<file path="config.mk">
export PLATFORM = sky130hd
export DESIGN_NAME = rmsdma_lane
export DESIGN_NICKNAME = d
export VERILOG_FILES = /design/src/rtl/core/rmsdma_pkg.sv /design/src/rtl/core/rmsdma_lane.sv
export SDC_FILE = /design/constraint.sdc
export NUM_CORES = 2
export LEC_CHECK = 0
export ABC_CLOCK_PERIOD_IN_PS = 13400
export BUFFER_PORTS_ARGS = -buffer_cell sky130_fd_sc_hd__buf_2
export CAP_MARGIN = 20
export CELL_PAD_IN_SITES_DETAIL_PLACEMENT = 1
export CELL_PAD_IN_SITES_GLOBAL_PLACEMENT = 1
export CORE_UTILIZATION = 50
export CTS_BUF_LIST = sky130_fd_sc_hd__clkbuf_4 sky130_fd_sc_hd__clkbuf_8 sky130_fd_sc_hd__clkbuf_16
export DETAILED_ROUTE_END_ITERATION = 6
export GPL_ROUTABILITY_DRIVEN = 0
export PLACE_DENSITY_LB_ADDON = 0.1
export SLEW_MARGIN = 20
export SYNTH_ARGS = -nofsm -noshare
export SYNTH_HDL_FRONTEND = slang
export SYNTH_SLANG_ARGS = --single-unit
</file>
<file path="constraint.sdc">
create_clock -name clock -period 13.4 [get_ports clock]
set_clock_uncertainty 0.2 [all_clocks]
set_input_delay 2.68 -clock clock [delete_from_list [all_inputs] [get_ports clock]]
set_output_delay 2.68 -clock clock [all_outputs]
set_load 0.05 [all_outputs]
</file>
<file path="src/rtl/core/rmsdma_pkg.sv">
`timescale 1ns / 1ps

package rmsdma_pkg;

   // field widths
   localparam int POS_W      = 24;
   localparam int SLOT_W     = 10;
   localparam int TIME_W     = 48;
   localparam int WEIGHT_W   = 17;
   localparam int SQ_W       = 47;
   localparam int D2_W       = 49;
   localparam int SUM_W      = 64;
   localparam int ROOT_W     = 32;
   localparam int RMSD_W     = 29;
   localparam int RECIP_SHIFT = 20;

   // Q1.16 one and the weight after reset (about 0.95)
   localparam logic [WEIGHT_W-1:0] ONE_Q16      = 17'h10000;
   localparam logic [WEIGHT_W-1:0] WEIGHT_RESET = 17'd62259;
   localparam logic [RMSD_W-1:0]   RMSD_MAX     = 29'h1FFFFFFF;

   typedef logic signed [POS_W-1:0] coord_type;

   typedef struct packed {
      coord_type x;
      coord_type y;
      coord_type z;
   } avg_word_type;

   // stage enables for the per-axis lanes
   typedef struct packed {
      logic diff_en;
      logic mul_en;
      logic prod_en;
   } lane_ctl_type;

   // handshake between the main sequencer and the root unit
   typedef struct packed {
      logic start;
      logic take;
   } sqrt_ctl_type;

   typedef struct packed {
      logic busy;
      logic done;
   } sqrt_stat_type;

endpackage

</file>
<file path="src/rtl/core/rmsdma_lane.sv">
`timescale 1ns / 1ps

module rmsdma_lane (
   input  logic                                clock,
   input  rmsdma_pkg::lane_ctl_type            ctl,
   input  rmsdma_pkg::coord_type               avg_in,
   input  rmsdma_pkg::coord_type               pos_in,
   input  logic [rmsdma_pkg::WEIGHT_W-1:0]     weight,
   output logic [rmsdma_pkg::SQ_W-1:0]         sq_out,
   output rmsdma_pkg::coord_type               blend_out,
   output logic                                sat_out
);
   import rmsdma_pkg::*;

   localparam coord_type POS_MAX = 24'sh7FFFFF;
   localparam coord_type POS_MIN = 24'sh800000;

   logic signed [POS_W:0]     diff_wide;
   coord_type                 diff_in;
   logic                      sat_in;
   logic [WEIGHT_W-1:0]       inv_weight;
   logic signed [47:0]        sq_full;
   logic signed [41:0]        avg_prod_in;
   logic signed [41:0]        pos_prod_in;
   logic signed [42:0]        blend_sum;

   coord_type                 diff_ff;
   coord_type                 avg_ff;
   logic                      sat_ff;
   logic [SQ_W-1:0]           sq_ff;
   logic signed [41:0]        avg_prod_ff;
   logic signed [41:0]        pos_prod_ff;

   // saturate the difference avg - pos to the coordinate range
   assign diff_wide = {avg_in[POS_W-1], avg_in} - {pos_in[POS_W-1], pos_in};
   always_comb begin
      sat_in  = diff_wide[POS_W] != diff_wide[POS_W-1];
      diff_in = diff_wide[POS_W-1:0];
      if (sat_in) begin
         diff_in = diff_wide[POS_W] ? POS_MIN : POS_MAX;
      end
   end

   // square of the difference and the two blend products
   assign inv_weight  = ONE_Q16 - weight;
   assign sq_full     = 48'(diff_ff) * 48'(diff_ff);
   assign avg_prod_in = 42'(avg_ff) * 42'($signed({1'b0, inv_weight}));
   assign pos_prod_in = 42'(pos_in) * 42'($signed({1'b0, weight}));

   always_ff @(posedge clock) begin
      if (ctl.diff_en) begin
         diff_ff <= diff_in;
         avg_ff  <= avg_in;
         sat_ff  <= sat_in;
      end
      if (ctl.mul_en) begin
         sq_ff       <= sq_full[SQ_W-1:0];
         avg_prod_ff <= avg_prod_in;
      end
      if (ctl.prod_en) begin
         pos_prod_ff <= pos_prod_in;
      end
   end

   // new average rounds toward minus infinity: arithmetic shift by 16
   assign blend_sum = 43'(avg_prod_ff) + 43'(pos_prod_ff);
   assign blend_out = blend_sum[39:16];
   assign sq_out    = sq_ff;
   assign sat_out   = sat_ff;

endmodule

</file>
# Word-level counts from Yosys, hierarchy flattened
# Index checks and enable logic that the tools add are counted.
dict set report classes {
  add_sub_neg 3
  multipliers 3
  eq_ne 1
  muxes 2
}
# operator n
set op_table {}
lappend op_table {{$mul A24 B18 Y40} 2}
lappend op_table {{$mux W24} 2}
lappend op_table {{$mul A24 B24 Y47} 1}
lappend op_table {{$add A40 B40 Y40} 1}
lappend op_table {{$sub A24 B24 Y25} 1}
lappend op_table {{$sub A17 B17 Y17 const A} 1}
lappend op_table {{$ne A1 B1 Y1} 1}
dict set report totals {
  regBits 176
  input_bits 69
  output_inout_bits 72
  wordCells 15
}

# Longest topological paths before layout
dict set report depth {
  word_depth 3
  depth_mapped 32
  depth_no_buf 30
}

# Worst setup path before layout
# Ideal clock, no wire load.
dict set report synth_timing {
  kind {input-to-reg}
  start {input weight[2] (netlist name)}
  end {register avg_prod_ff[36], data pin}
  setup_time_ns 0.262
  arrival_time_ns 9.661
  t_required_ns 12.938
  path_slack_ns 3.276
  path_stages 27
  n_path_buf 2
  path_cell_list {buf_2 or4_4 or4_4 xor2_1 clkbuf_1 and2_1 fa_1 inv_1 fa_1 fa_1 fa_1 inv_1 fa_1 inv_1 fa_1 inv_1 ha_1 nand3_1 nor4_1 nor3_1 o31ai_1 a31oi_1 o31a_1 o21ai_1 a31oi_1 o21bai_1 xor2_1}
}
dict set report synth_between {
  elab_chain_cells 2
}
# element line_no
set synth_rtl {}
lappend synth_rtl {{from (decl)} rmsdma_lane.sv:8} ;# input logic [rmsdma_pkg::WEIGHT_W-1:0] weight,
lappend synth_rtl {{$sub A17 B17 Y17} rmsdma_lane.sv:45} ;# assign inv_weight = ONE_Q16 - weight;
lappend synth_rtl {{$mul A24 B18 Y40} rmsdma_lane.sv:47} ;# assign avg_prod_in = 42'(avg_ff) * 42'($signed({1'b0, inv_weight}));
lappend synth_rtl {{via avg_prod_in[36]} rmsdma_lane.sv:23} ;# logic signed [41:0] avg_prod_in;
lappend synth_rtl {{to (signal assigned)} rmsdma_lane.sv:58} ;# avg_prod_ff <= avg_prod_in;
lappend synth_rtl {{to (decl)} rmsdma_lane.sv:31} ;# logic signed [41:0] avg_prod_ff;
# The timed path passes the listed nets, and every way through them passes these cells.
# A chain may end at the register's enable or synchronous reset.

# Worst setup path in the final report
dict set report layout_timing {
  start {input weight[1] (netlist name)}
  end {register avg_prod_ff[36], data pin}
}
# The elaborated chain is that of the path after synthesis.

==> metrics.cfg <==
[status]
outcome=completed

[layout]
most-common-layout-cells=1588 x inv_1, 1326 x fa_1, 715 x nand2_1
area_delta_synth_final_pct=5.199
drive_above_1_share_pct=4.618
ff_latch_area_mm2=0.005255
instances_no_fill=7221
fillCellCount=12431
fin_area_mm2=0.05798
multi_input_area_mm2=0.04320
fin_nets=7583
layout.cells.most_common=inv_1

[run]
cap_violations=0

[clocking]
cts_resized=0
cts_sinks=175
clkLatencyLatePin_ns=0.51
path_clk_slew_ns=0.09
cts_buffers=17
cts_hold_buf=0
cts_setup_buffers=0
root_buffer=clkbuf_16
cts_buffer_depth=2
htreeDepth=4
cts_tree=done

[timing]
timing.final.ws_setup_ns=2.658
setup_violations=0
timing.fmax_ghz=0.09309
post-route-period-util_pct=80.16
post-route-min-period_ns=10.74
setup_tns_ns=0
tightestPinTransition_ns=1.127
rsz0062_at_grt=no
slew_violations=0
finalHoldViolCount=0
max_slew_margin_pct=24.41

[synthesis]
ys_ff_latch=175
yosysUniqueCellTypes=78
syn_area_mm2=0.05511
synthCells=5775
async_reset_ff_share_pct=0
synthesis.nets=7568
ys.flop_type=edfxtp_1
synth-seq-area-share_pct=9.535
avgSynthCellArea_um2=9.543
synth-edff-count=175
yosys_warnings=0

[detailed_routing]
drtPass1Iterations=5
drt-total-wl_um=155100
vias_per_cell=5.328
drc=0
drt_iter0_drc=1902
wl_per_cell_um=21.48
ant_nets=0
vias=38473

[critical_path]
crit_top_cell=fa_1
cp_max_fo=26
critPathMaxStageDelay_ns=0.76
crit_required_ns=13.47
critPathLaunchType=primary input
crit_path_end_kind=flop
cpMaxStageDelayCell=xor2_4
crit_family=adder cells
criticalPathCategory=in -> reg
cp_num_buf_inv=6
cp.arrival_ns=10.81

[global_route]
use_met1_pct=36.91
grtUsageMet2_pct=52.77
grt_usage_pct=29.26
grt_pass1_vias=44998
grt_pass1_wl_um=248600
grt_most_used_layer=met2
overflow=0
grt_max_degree=60
groute.layer.met3.usage_pct=3.131
antenna_found_initial=9

[min_path]
hold_path.class=reg -> reg

[floorplan]
start_util_pct=50.56
row_count=121
die-area_mm2=0.1116
die_width_um=334.0
io_pins=141
core-area_mm2=0.1090
die_h_um=334.0

[placed_design]
hpwl_um=126800
port_buffers=139
place_ws_ns=2.150
dpl-instance-area_mm2=0.05737
dp_cells=7185

-- flip-flops by register name (all words and copies together) (netlist names) --
signal and cells:
avg_ff 24, avg_prod_ff 40, diff_ff 24, pos_prod_ff 40
sat_out 1, sq_out 46
-- path summary, 6_finish.rpt --
check | from | end | slack, ns | depth (start not counted)
max reg2reg | diff_ff[10] | sq_out[46] | 4.69 | 28
min | diff_ff[0] | sq_out[0] | 0.68 | 1
min reg2reg | diff_ff[0] | sq_out[0] | 0.68 | 1
max | weight[1] | avg_prod_ff[36] | 2.66 | 27
-- synthesized netlist by cell type, drive strengths merged (15+ instances only) --
cell / number / area share (%)
inv: 1588 / 11
fa: 1326 / 48
nand2: 715 / 4.9
and2: 411 / 4.7
ha: 398 / 9.0
clkbuf: 198 / 1.3
edfxtp: 175 / 9.5
xnor2: 157 / 2.5
a21oi: 141 / 1.3
nor2: 111 / 0.76
o21ai: 80 / 0.73
a21o: 71 / 0.97
nor2b: 65 / 0.74
xor2: 46 / 0.73
nand3: 29 / 0.26
nor3: 27 / 0.26
o21a: 24 / 0.33
nand2b: 22 / 0.26
o21bai: 15 / 0.20
-- kinds of logic (layout without fill, tap and decap cells) --
logic type	Yosys count	after routing	share of synthesized area, %
other	1	5	0.006805
adders and majority gates	1730	1730	57.31
muxes	2	2	0.03633
DFF	175	175	9.535
AOI/OAI and AO/OA	431	431	5.022
xor gates and xnor gates	204	204	3.267
buffers and inverters	1796	1824	12.26
and+or+nand+nor	1436	1436	12.56
-- per-layer routing --
metal  vias to the layer above  wire length [um]
met3                       222              6943
li1                      16946                 -
met5                         -                73
met2                       831             80410
met1                     20462             63140
met4                        12              4535
-- cell type report --
cell class | count | share of cell area [%]
clock inverter | 15 | 0.2892
sequential | 175 | 9.064
antenna | 4 | 0.01727
tap | 1414 | 3.052
timing repair buffer | 204 | 2.044
multi-input combinational | 3804 | 74.52
clock buffer | 17 | 0.7338
inverter | 1588 | 10.28
-- metrics by stage --
step                      hold WS [ns]  util (%)
after floorplan                 0.3150         -
after global placement          0.6513     52.63
after detailed placement        0.6617     52.63
after CTS                       0.6942     53.17
after global routing            0.7110     53.18
final                           0.6832     53.19
Power is left out: the tool's default activity adds up to more than one toggle a clock period on the data nets, which glitch-free logic cannot reach.
