## src/rtl/core/rmsdma_pkg.sv

```systemverilog
`timescale 1ns / 1ps

package rmsdma_pkg;

   // field widths
   localparam int POS_W      = 24;
   localparam int SLOT_W     = 10;
   localparam int TIME_W     = 48;
   localparam int WEIGHT_W   = 17;
   localparam int SQ_W       = 47;
   localparam int D2_W       = 49;
   localparam int SUM_W      = 64;
   localparam int ROOT_W     = 32;
   localparam int RMSD_W     = 29;
   localparam int RECIP_SHIFT = 20;

   // Q1.16 one and the weight after reset (about 0.95)
   localparam logic [WEIGHT_W-1:0] ONE_Q16      = 17'h10000;
   localparam logic [WEIGHT_W-1:0] WEIGHT_RESET = 17'd62259;
   localparam logic [RMSD_W-1:0]   RMSD_MAX     = 29'h1FFFFFFF;

   typedef logic signed [POS_W-1:0] coord_type;

   typedef struct packed {
      coord_type x;
      coord_type y;
      coord_type z;
   } avg_word_type;

   // stage enables for the per-axis lanes
   typedef struct packed {
      logic diff_en;
      logic mul_en;
      logic prod_en;
   } lane_ctl_type;

   // handshake between the main sequencer and the root unit
   typedef struct packed {
      logic start;
      logic take;
   } sqrt_ctl_type;

   typedef struct packed {
      logic busy;
      logic done;
   } sqrt_stat_type;

endpackage

```

## src/rtl/core/rmsdma_sqrt.sv

```systemverilog
`timescale 1ns / 1ps

module rmsdma_sqrt (
   input  logic                               clock,
   input  logic                               reset,
   input  rmsdma_pkg::sqrt_ctl_type           ctl,
   input  logic [rmsdma_pkg::SUM_W-1:0]       sum_in,
   input  logic                               ovf_in,
   input  logic [rmsdma_pkg::TIME_W-1:0]      time_in,
   output rmsdma_pkg::sqrt_stat_type          stat,
   output logic [rmsdma_pkg::RMSD_W-1:0]      root_out,
   output logic                               sat_out,
   output logic [rmsdma_pkg::TIME_W-1:0]      time_out
);
   import rmsdma_pkg::*;

   localparam logic [1:0] SQ_IDLE = 2'd0;
   localparam logic [1:0] SQ_RUN  = 2'd1;
   localparam logic [1:0] SQ_DONE = 2'd2;
   localparam int REM_W = 36;
   localparam int CNT_W = $clog2(ROOT_W);

   logic [1:0]           state_ff, state_in;
   logic [CNT_W-1:0]     cnt_ff, cnt_in;
   logic [SUM_W-1:0]     rad_ff;
   logic [REM_W-3:0]     rem_ff;
   logic [ROOT_W-1:0]    root_ff;
   logic                 ovf_ff;
   logic [TIME_W-1:0]    time_ff;

   logic [REM_W-1:0]     rem_shift;
   logic [REM_W-1:0]     trial;
   logic [REM_W-1:0]     rem_sub;
   logic                 fits;

   // one result bit a cycle: bring down two radicand bits, try root*4+1
   assign rem_shift = {rem_ff, rad_ff[SUM_W-1:SUM_W-2]};
   assign trial     = {2'b00, root_ff, 2'b01};
   assign rem_sub   = rem_shift - trial;
   assign fits      = rem_shift >= trial;

   always_comb begin
      state_in = state_ff;
      cnt_in   = cnt_ff;
      unique case (state_ff)
         SQ_IDLE: begin
            if (ctl.start) begin
               state_in = SQ_RUN;
               cnt_in   = CNT_W'(ROOT_W - 1);
            end
         end
         SQ_RUN: begin
            cnt_in = cnt_ff - 1'b1;
            if (cnt_ff == '0) begin
               state_in = SQ_DONE;
            end
         end
         SQ_DONE: begin
            if (ctl.take) begin
               state_in = SQ_IDLE;
            end
         end
         default: state_in = SQ_IDLE;
      endcase
   end

   always_ff @(posedge clock) begin
      if (reset) begin
         state_ff <= SQ_IDLE;
         cnt_ff   <= '0;
      end else begin
         state_ff <= state_in;
         cnt_ff   <= cnt_in;
      end
   end

   // hold the radicand, partial remainder and root
   always_ff @(posedge clock) begin
      if (state_ff == SQ_IDLE && ctl.start) begin
         rad_ff  <= sum_in;
         rem_ff  <= '0;
         root_ff <= '0;
         ovf_ff  <= ovf_in;
         time_ff <= time_in;
      end else if (state_ff == SQ_RUN) begin
         rad_ff <= {rad_ff[SUM_W-3:0], 2'b00};
         if (fits) begin
            rem_ff  <= rem_sub[REM_W-3:0];
            root_ff <= {root_ff[ROOT_W-2:0], 1'b1};
         end else begin
            rem_ff  <= rem_shift[REM_W-3:0];
            root_ff <= {root_ff[ROOT_W-2:0], 1'b0};
         end
      end
   end

   // clamp the root to the output range
   assign stat.busy = state_ff != SQ_IDLE;
   assign stat.done = state_ff == SQ_DONE;
   assign root_out  = (root_ff[ROOT_W-1:RMSD_W] != '0) ? RMSD_MAX : root_ff[RMSD_W-1:0];
   assign sat_out   = ovf_ff || (root_ff[ROOT_W-1:RMSD_W] != '0);
   assign time_out  = time_ff;

endmodule

```

## config.mk

```make
export PLATFORM = sky130hd
export DESIGN_NAME = rmsdma_sqrt
export DESIGN_NICKNAME = d
export VERILOG_FILES = /design/src/rtl/core/rmsdma_pkg.sv /design/src/rtl/core/rmsdma_sqrt.sv
export SDC_FILE = /design/constraint.sdc
export NUM_CORES = 1
export LEC_CHECK = 0
export ABC_AREA = 0
export BUFFER_PORTS_ARGS = -buffer_cell sky130_fd_sc_hd__buf_2
export CORE_ASPECT_RATIO = 0.7
export CORE_MARGIN = 3
export CORE_UTILIZATION = 40
export CTS_BUF_LIST = sky130_fd_sc_hd__clkbuf_2 sky130_fd_sc_hd__clkbuf_4 sky130_fd_sc_hd__clkbuf_8
export CTS_CLUSTER_DIAMETER = 40
export CTS_CLUSTER_SIZE = 14
export DETAILED_ROUTE_END_ITERATION = 10
export PLACE_DENSITY = 0.74
export SYNTH_ARGS = -nofsm -noshare
export SYNTH_HDL_FRONTEND = slang
export SYNTH_SLANG_ARGS = --single-unit
export TNS_END_PERCENT = 20
```

## constraint.sdc

```tcl
create_clock -name clock -period 3.65 [get_ports clock]
set_input_delay 0.365 -clock clock [delete_from_list [all_inputs] [get_ports clock]]
set_output_delay 0.365 -clock clock [all_outputs]
set_load 0.05 [all_outputs]
```

==> Yosys cells after proc, flatten, opt, wreduce, memory -nomap -nowiden <==
Cells that the tools add are included.
{ "word_totals": {"input_bits": 117, "output_inout_bits": 80, "reg_bits": 186, "wordCells": 36} }
{ "classes": {"magnitude_cmp": 1, "reduce_logical": 10, "eq_ne": 5, "n_addsub": 2, "muxes": 11} }
{ "op_table": {"columns": ["operator", "count"], "rows": [
  ["$mux 64", 2],
  ["$ge 36x34->1", 1],
  ["$mux 34", 1],
  ["$sub 34x34->34", 1],
  ["$mux 29", 1],
  ["$pmux 5 s2", 1],
  ["$mux 2", 3],
  ["$ne 2x2->1 const B", 3],
  ["$pmux 2 s3", 1],
  ["$reduce_bool 2->1", 3],
  ["$logic_not 5->1", 1],
  ["$mux 5", 1],
  ["$sub 5x1->5 const B", 1],
  ["$reduce_and 3->1", 1],
  ["$reduce_bool 3->1", 1],
  ["$eq 2x1->1 const B", 1],
  ["$eq 2x2->1 const B", 1],
  ["$logic_not 2->1", 1],
  ["$reduce_and 2->1", 1],
  ["$logic_and 1x1->1", 1],
  ["$logic_or 1x1->1", 1],
  ["$mux 1", 1]
]} }

==> Longest topological paths before layout <==
Gate-level depths: netlist of run 1.
{ "logic_depth": {"depth_word": 3, "mapped_depth": 14, "mapped_depth_nobuf": 11} }

==> Worst setup path before layout of run 1 <==
No wires, ideal clock.
{ "synth_timing": {"path_type": "flip-flop to flip-flop", "from": "reg state_ff[1]", "to": "reg ovf_ff (enable)", "path_stages_with_launch": 5, "path_buffers": 1, "t_arrival_ns": 2.327, "synth_period_minus_slack_ns": 2.760, "setup_time_ns": 0.433, "path_slack_ns": 0.890, "required_ns": 3.217, "path_cell_list": "dfxtp_1 > nor2_1 > nand2_1 > inv_1 > clkbuf_1"} }
{ "synth_via": {"elab_chain_cells": 2} }
{ "synth_rtl": {"columns": ["item", "line_no", "text"], "rows": [
  ["start: declaration", "rmsdma_sqrt.sv:23", "logic [1:0] state_ff, state_in;"],
  ["start signal: assignment", "rmsdma_sqrt.sv:72", "state_ff <= state_in;"],
  ["$logic_not 2->1", "rmsdma_sqrt.sv:79", "if (state_ff == SQ_IDLE && ctl.start) begin"],
  ["$logic_and 1x1->1", "rmsdma_sqrt.sv:79", null],
  ["end signal: assignment", "rmsdma_sqrt.sv:83", "ovf_ff <= ovf_in;"],
  ["end: declaration", "rmsdma_sqrt.sv:28", "logic ovf_ff;"]
]} }
Every way passes these cells.
A chain may end at the register's enable or synchronous reset.

==> Worst setup path after layout of run 1 <==
{ "layout_timing": {"from": "reg root_ff[7]", "to": "reg rem_ff[26]"} }
{ "layout_via": {"elab_chain_cells": 2, "elab_cells_between_ends": 3, "classes_between": "add/sub: 1; order compare: 1; mux: 1"} }
{ "layout_rtl": {"columns": ["item", "line_no", "text"], "rows": [
  ["start: declaration", "rmsdma_sqrt.sv:27", "logic [ROOT_W-1:0] root_ff;"],
  ["start signal: assignment", "rmsdma_sqrt.sv:89", "root_ff <= {root_ff[ROOT_W-2:0], 1'b1};"],
  ["start signal: assignment", "rmsdma_sqrt.sv:92", "root_ff <= {root_ff[ROOT_W-2:0], 1'b0};"],
  ["$sub 34x34->34 / $ge 36x34->1 (equally long branches)", "rmsdma_sqrt.sv:39, rmsdma_sqrt.sv:40", null],
  ["$mux 34 (*)", "rmsdma_sqrt.sv:87", "if (fits) begin"],
  ["end signal: assignment", "rmsdma_sqrt.sv:88", "rem_ff <= rem_sub[REM_W-3:0];"],
  ["end signal: assignment", "rmsdma_sqrt.sv:91", "rem_ff <= rem_shift[REM_W-3:0];"],
  ["end: declaration", "rmsdma_sqrt.sv:26", "logic [REM_W-3:0] rem_ff;"]
]} }
Every way passes the cells marked *; elsewhere a longest branch is shown, timed or not.

==> flow_metrics.env, run 1 <==
export IMPL_cts_setup_buffers=0
export IMPL_mostFrequentLayoutCells="nand2_1 (261), buf_2 (196), edfxtp_1 (113)"
export IMPL_syn_nets=1117
export IMPL_swShare_pct=44.34
export IMPL_muxShareOfSynthArea_pct=0.8099
export IMPL_vias=7412
export IMPL_numCtsBuffers=17
export IMPL_max_stage_delay_ps=780
export IMPL_min_path_cells=1
export IMPL_io_pins=197
export IMPL_hold_start="time_in[31]"
export IMPL_slowest_stage="o41ai_1"
export IMPL_r2r_start="root_ff[7]"
export IMPL_crit_required_ps=4060
export IMPL_synth_area_um2=8960
export IMPL_skew_ps=14.16
export IMPL_dp_worst_setup_slack_ps=547.8
export IMPL_rsz0062_at_grt="false"
export IMPL_cts_root_buf="clkbuf_8"
export IMPL_cts_htree_levels=4
export IMPL_crit_fanout=6
export IMPL_antenna_found_initial=0
export IMPL_final_max_slew_viol_count=0
export IMPL_async_flop_share_pct=0
export IMPL_clk_latency_ps=470
export IMPL_cts_tree="built"
export IMPL_min_to="time_out[31]"
export IMPL_dp_cells=1406
export IMPL_drv_cap=0
export IMPL_syn_avg_cell_area_um2=9.294
export IMPL_ir_drop_v=0.0007387
export IMPL_switchingPower_uw=4549
export IMPL_finalSetupTns_ps=0
export IMPL_critPathLaunchType="register"
export IMPL_period_needed_ps=3421
export IMPL_synthXorXnorAreaFrac_pct=2.444
export IMPL_hp_class="in2reg"
export IMPL_critPathTopFamily="compound AO/OA/AOI/OAI gates"
export IMPL_dieArea_um2=24260
export IMPL_area_growth_pct=18.80
export IMPL_r2r_cells=11
export IMPL_power_frac_clock_pct=14.8
export IMPL_crit_top_cell="nand2_1"
export IMPL_max_freq_ghz=0.2923
export IMPL_combPwrFrac_pct=56.1
export IMPL_tightest_slew_ps=890.2
export IMPL_drtAntennaViolNets=0
export IMPL_synth_flop_cell="edfxtp_1"
export IMPL_die_w_um=184.9
export IMPL_layout_commonest_cell="nand2_1"
export IMPL_syn_inst=964
export IMPL_setup_viol=0
export IMPL_fin_cells=1438
export IMPL_p_seq_share_pct=29.0
export IMPL_critPathBufInv=1
export IMPL_path_cells="inv_1 -> ha_1 -> nand2_1 -> nor2_1 -> o41ai_1 -> nand2_1 -> a311oi_1 -> nor3_1 -> o22ai_1 -> mux2_2 -> nand2_1"
export IMPL_leakage_uw=0.004801
export IMPL_relSlewSlack_pct=39.88
export IMPL_dp_hpwl_um=15550
export IMPL_vias_per_cell=5.154
export IMPL_core_area_um2=21850
export IMPL_cp_arrival_ps=3830
export IMPL_antenna_diode_count=0
export IMPL_power_density_nw_per_um2=963.8
export IMPL_yosysSeqAreaShare_pct=54.18
export IMPL_nFillCells=2125
export IMPL_rr_endpoint="rem_ff[26]"
export IMPL_grt_total_usage_pct=17.78
export IMPL_finalHoldViolCount=0
export IMPL_place_congestion=0.8679
export IMPL_nets=1296
export IMPL_grt_start_max_net_pins=57
export IMPL_num_rows=45
export IMPL_critPathKind="reg2reg"
export IMPL_grt_pass1_wl_um=34780
export IMPL_ys_types=59
export IMPL_synth_edff_count=113
export IMPL_synth_top_family_by_area="simple AND/OR/NAND/NOR gates"
export IMPL_wl_um=22030
export IMPL_cts_resized_gates=0
export IMPL_grt_pass1_vias=6773
export IMPL_drc=0
export IMPL_placement_io_buffers=196
export IMPL_outcome="completed"
export IMPL_drive_above_1_share_pct=22.32
export IMPL_hold_buffers=0
export IMPL_initial_core_util_pct=41.01
export IMPL_ys_seq_elements=186
export IMPL_synth_fa_ha_area_share_pct=5.027
export IMPL_first_pass_iters=5
export IMPL_setup_slack_ps=229.2
export IMPL_synth_simple_area_share_pct=19.65
export IMPL_grt_overflow=0
export IMPL_cts_buffer_depth=2
export IMPL_p_int_uw=5710
export IMPL_yosysWarnings=0
export IMPL_synth_compound_area_share_pct=13.76
export IMPL_end_kind="register"
export IMPL_clkSinkCount=186
export IMPL_clk_pin_slew_worst_paths_ps=100
export IMPL_r2r_slack_ps=230
export IMPL_routedWlPerCell_um=15.32
export IMPL_drtIter0Drc=589
export IMPL_chipHeight_um=131.2
export IMPL_finalCritPeriodShare_pct=93.72
[cells in the mapped netlist, drive strengths merged, types with 2 or more instances]
| library cell | number | area share [%] |
|---|---|---|
| a21o | 10 | 0.84 |
| or3 | 3 | 0.21 |
| nor2b | 12 | 0.84 |
| o21a | 5 | 0.42 |
| inv | 45 | 1.9 |
| nand4 | 8 | 0.56 |
| nand2b | 4 | 0.28 |
| a221oi | 2 | 0.20 |
| nand3 | 43 | 2.4 |
| a21boi | 3 | 0.25 |
| nand2 | 263 | 11 |
| a31oi | 5 | 0.35 |
| a21oi | 47 | 2.6 |
| o21ai | 92 | 5.2 |
| ha | 36 | 5.0 |
| and2 | 4 | 0.28 |
| mux2 | 2 | 0.25 |
| buf | 16 | 0.87 |
| clkbuf | 33 | 1.4 |
| a32oi | 10 | 0.98 |
| edfxtp | 113 | 38 |
| o31a | 3 | 0.29 |
| dfxtp | 73 | 16 |
| nor2 | 44 | 1.8 |
| nor3 | 18 | 1.0 |
| xor2 | 9 | 0.88 |
| mux2i | 5 | 0.56 |
| xnor2 | 16 | 1.6 |
| o211ai | 5 | 0.42 |
| and3 | 4 | 0.34 |
| a211oi | 7 | 0.59 |
| nor4 | 2 | 0.14 |
| o31ai | 4 | 0.39 |
[cell families after synthesis]
family                   after synthesis
AO/OA/AOI/OAI                        204
XOR/XNOR                              25
adder cells (fa/ha/maj)               36
buffers and inverters                 94
flip-flops                           186
multiplexers                           7
AND/OR/NAND/NOR                      412
[worst max path at each step]
stage                start          to  slack (ps)  cells after the start
4_1_cts         root_ff[7]  rem_ff[26]         490                     11
2_1_floorplan  state_ff[1]      ovf_ff         890                      4
3_5_place_dp    root_ff[0]  rem_ff[26]         550                     11
6_report        root_ff[7]  rem_ff[26]         230                     11
5_1_grt         root_ff[7]  rem_ff[26]         170                     11
3_3_place_gp    root_ff[7]  rem_ff[26]         510                     11
[area by class of cell]
cell class	count	area (um2)	area share [%]
clock buffers	21	264.0	2.480
clock inverters	11	172.7	1.622
inverters	45	171.4	1.610
multi-input cells	684	3750	35.23
flip-flops and latches	186	4855	45.61
well taps	282	352.8	3.315
repair buffers	209	1079	10.13
[state kept, by name, summed over array words and instances (netlist names)]
name / count
rad_ff: 64
state_ff: 2
cnt_ff: 5
time_out: 48
ovf_ff: 1
root_ff: 32
rem_ff: 34
[per-layer routing]
layer	share of wire (%)	vias to the layer above	wire length, um	GRT usage (%)
met3	7.7	22	1698	4.566
li1	-	3711	-	-
met4	1.2	0	263	4.623
met1	51	3411	11200	27.36
met5	0	-	0	0
met2	40	268	8864	24.68
[power by group through the flow]
stage	Combinational [uW]	Clock, uW	Sequential, uW
floorplan	4190	0	3140
global placement	5560	0	3000
detailed placement	5590	0	3020
CTS	5640	1570	2980
global route	6370	1650	3020
finish	5760	1520	2980
[metrics by stage]
step                      total power [uW]  hold WS [ps]  area (um2)  util [%]
after floorplan                       7329         424.3        8960         -
after global placement                8563         454.6       10210     46.72
after detailed placement              8610         461.6       10210     46.72
after CTS                            10180         25.95       10640     48.72
after global routing                 11040         21.69       10640     48.72
final                                10260         56.56       10640     48.72
Note: power is estimated with default switching activity, not from simulation.
==> run 2, diff against run 1 <==
==> constraint.sdc (replaced) <==
create_clock -name clock -period 4.2 [get_ports clock]
set_input_delay 0.42 -clock clock [delete_from_list [all_inputs] [get_ports clock]]
set_output_delay 0.42 -clock clock [all_outputs]
set_load 0.05 [all_outputs]
==> run 2 against run 1 <==
  * Fmax is 3.3% higher
  * First-iteration DRC count is 14% lower
  * Count of clock-buffer cells in the layout is 1 lower
  * Die area stayed put
  * Non-clock buffer count is 3 lower
  * Critical path depth is 1 higher
  * Via count is 2.2% lower
  * Combinational power is 15% lower
  * Final cell count is 0.21% lower
  * Sequential share of layout area is 0.18 points higher
  * Clock skew is 1.3 ps lower
  * Total power is 15% lower
==> flow_metrics.env, run 2 (same netlist as run 1, synthesis figures left out) <==
export IMPL_cts_root_buf="clkbuf_8"
export IMPL_max_freq_ghz=0.3019
export IMPL_p_total_uw=8714
export IMPL_grt_pass1_vias=6717
export IMPL_largest_reg_flops=64
export IMPL_drtIter0Drc=507
export IMPL_critPathKind="reg2reg"
export IMPL_wl_um=21250
export IMPL_rsz0062_at_grt="false"
export IMPL_power_density_nw_per_um2=821.9
export IMPL_drive_above_1_share_pct=22.03
export IMPL_initial_core_util_pct=41.01
export IMPL_grt_total_usage_pct=17.30
export IMPL_dp_hpwl_um=15310
export IMPL_finalHoldViolCount=0
export IMPL_end_kind="register"
export IMPL_vias=7251
export IMPL_drc=0
export IMPL_cts_htree_levels=4
export IMPL_hp_class="in2reg"
export IMPL_first_pass_iters=5
export IMPL_cp_arrival_ps=3730
export IMPL_clkSinkCount=186
export IMPL_antenna_found_initial=0
export IMPL_setup_viol=0
export IMPL_io_pins=197
export IMPL_die_w_um=184.9
export IMPL_skew_ps=12.83
export IMPL_multi_input_area_um2=3750
export IMPL_layout_commonest_cell="nand2_1"
export IMPL_clk_pin_slew_worst_paths_ps=100
export IMPL_finalCritPeriodShare_pct=78.88
export IMPL_leakage_uw=0.004778
export IMPL_placement_io_buffers=196
export IMPL_min_path_cells=1
export IMPL_cts_buffer_depth=2
export IMPL_tightest_slew_ps=760.4
export IMPL_final_max_slew_viol_count=0
export IMPL_cts_tree="built"
export IMPL_grt_pass1_wl_um=33850
export IMPL_numCtsBuffers=17
export IMPL_nFillCells=2131
export IMPL_grt_start_max_net_pins=66
export IMPL_finalSetupTns_ps=0
export IMPL_area_growth_pct=18.34
export IMPL_seq_area_um2=4855
export IMPL_r2r_cells=12
export IMPL_clk_latency_ps=480
export IMPL_dieArea_um2=24260
export IMPL_cts_resized_gates=0
export IMPL_place_congestion=0.9034
export IMPL_period_needed_ps=3313
export IMPL_critPathLaunchType="register"
export IMPL_drtAntennaViolNets=0
export IMPL_num_rows=45
export IMPL_antenna_diode_count=0
export IMPL_core_area_um2=21850
export IMPL_grt_overflow=0
export IMPL_ir_drop_v=0.0006619
export IMPL_relSlewSlack_pct=49.30
export IMPL_routedWlPerCell_um=14.81
export IMPL_nets=1293
export IMPL_drv_cap=0
export IMPL_hold_buffers=0
export IMPL_regMostFlops="rad_ff"
export IMPL_mostFrequentLayoutCells="nand2_1 (261), buf_2 (196), edfxtp_1 (113)"
export IMPL_crit_fanout=27
export IMPL_outcome="completed"
export IMPL_cts_setup_buffers=0
export IMPL_crit_required_ps=4620
export IMPL_chipHeight_um=131.2
export IMPL_vias_per_cell=5.053
-- run 2: cell count changes in the layout (fill, tap and decap cells not counted), sizes merged --
cell    before  now
bufinv       4    3
clkinv       3    4
clkbuf      21   20
buf        209  206
inv         47   48
-- run 2: report_power, final --
group | leakage [uW] | internal, uW | switching, uW
clock network | 0.000206 | 607 | 641
logic | 0.00287 | 1910 | 2960
registers | 0.00170 | 2390 | 204
total | 0.00478 | 4910 | 3810
-- run 2: stage by stage --
step           hold WS, ps  worst slack, ps  cell area, um2  cells  utilization, %
6_report             108.0            887.2           10600   1435           48.53
3_5_place_dp         461.6            947.8           10200   1403           46.68
3_3_place_gp         452.9             1037           10200   1403           46.68
4_1_cts              69.70            928.9           10600   1435           48.53
2_1_floorplan        424.3             1440            8960    964               -
5_1_grt              77.22            605.1           10600   1435           48.53
-- run 2: worst max-delay path: stages (launching register included) --
cell and delay, ps:
dfxtp_1 340, inv_1 70, ha_1 480, nand4_1 200
and2b_2 300, nand3_1 130, o31ai_2 290, nor3b_1 100
a22o_1 450, buf_12 270, or3_1 310, mux2_2 260
nand2_1 50
-- run 2: cell type report --
class | instances | share of cell area [%]
well taps | 282 | 3.328
flip-flops and latches | 186 | 45.79
multi-input cells | 684 | 35.37
inverters | 45 | 1.617
repair buffers | 206 | 10.08
clock inverters | 12 | 1.404
clock buffers | 20 | 2.419
-- run 2: final timing paths --
kind	startpoint	to	slack [ps]
setup reg to reg	root_ff[21]	rem_ff[26]	890
hold / removal	time_in[41]	time_out[41]	110
setup / recovery	root_ff[21]	rem_ff[26]	890
hold reg to reg	root_ff[3]	root_ff[3]	480
-- run 2: layer usage --
layer / GRT usage (%) / up-vias / share of wire [%]
li1: - / 3701 / -
met1: 26.42 / 3310 / 51
met2: 24.75 / 222 / 41
met3: 3.901 / 18 / 6.6
met4: 4.290 / 0 / 1.0
met5: 0 / - / 0
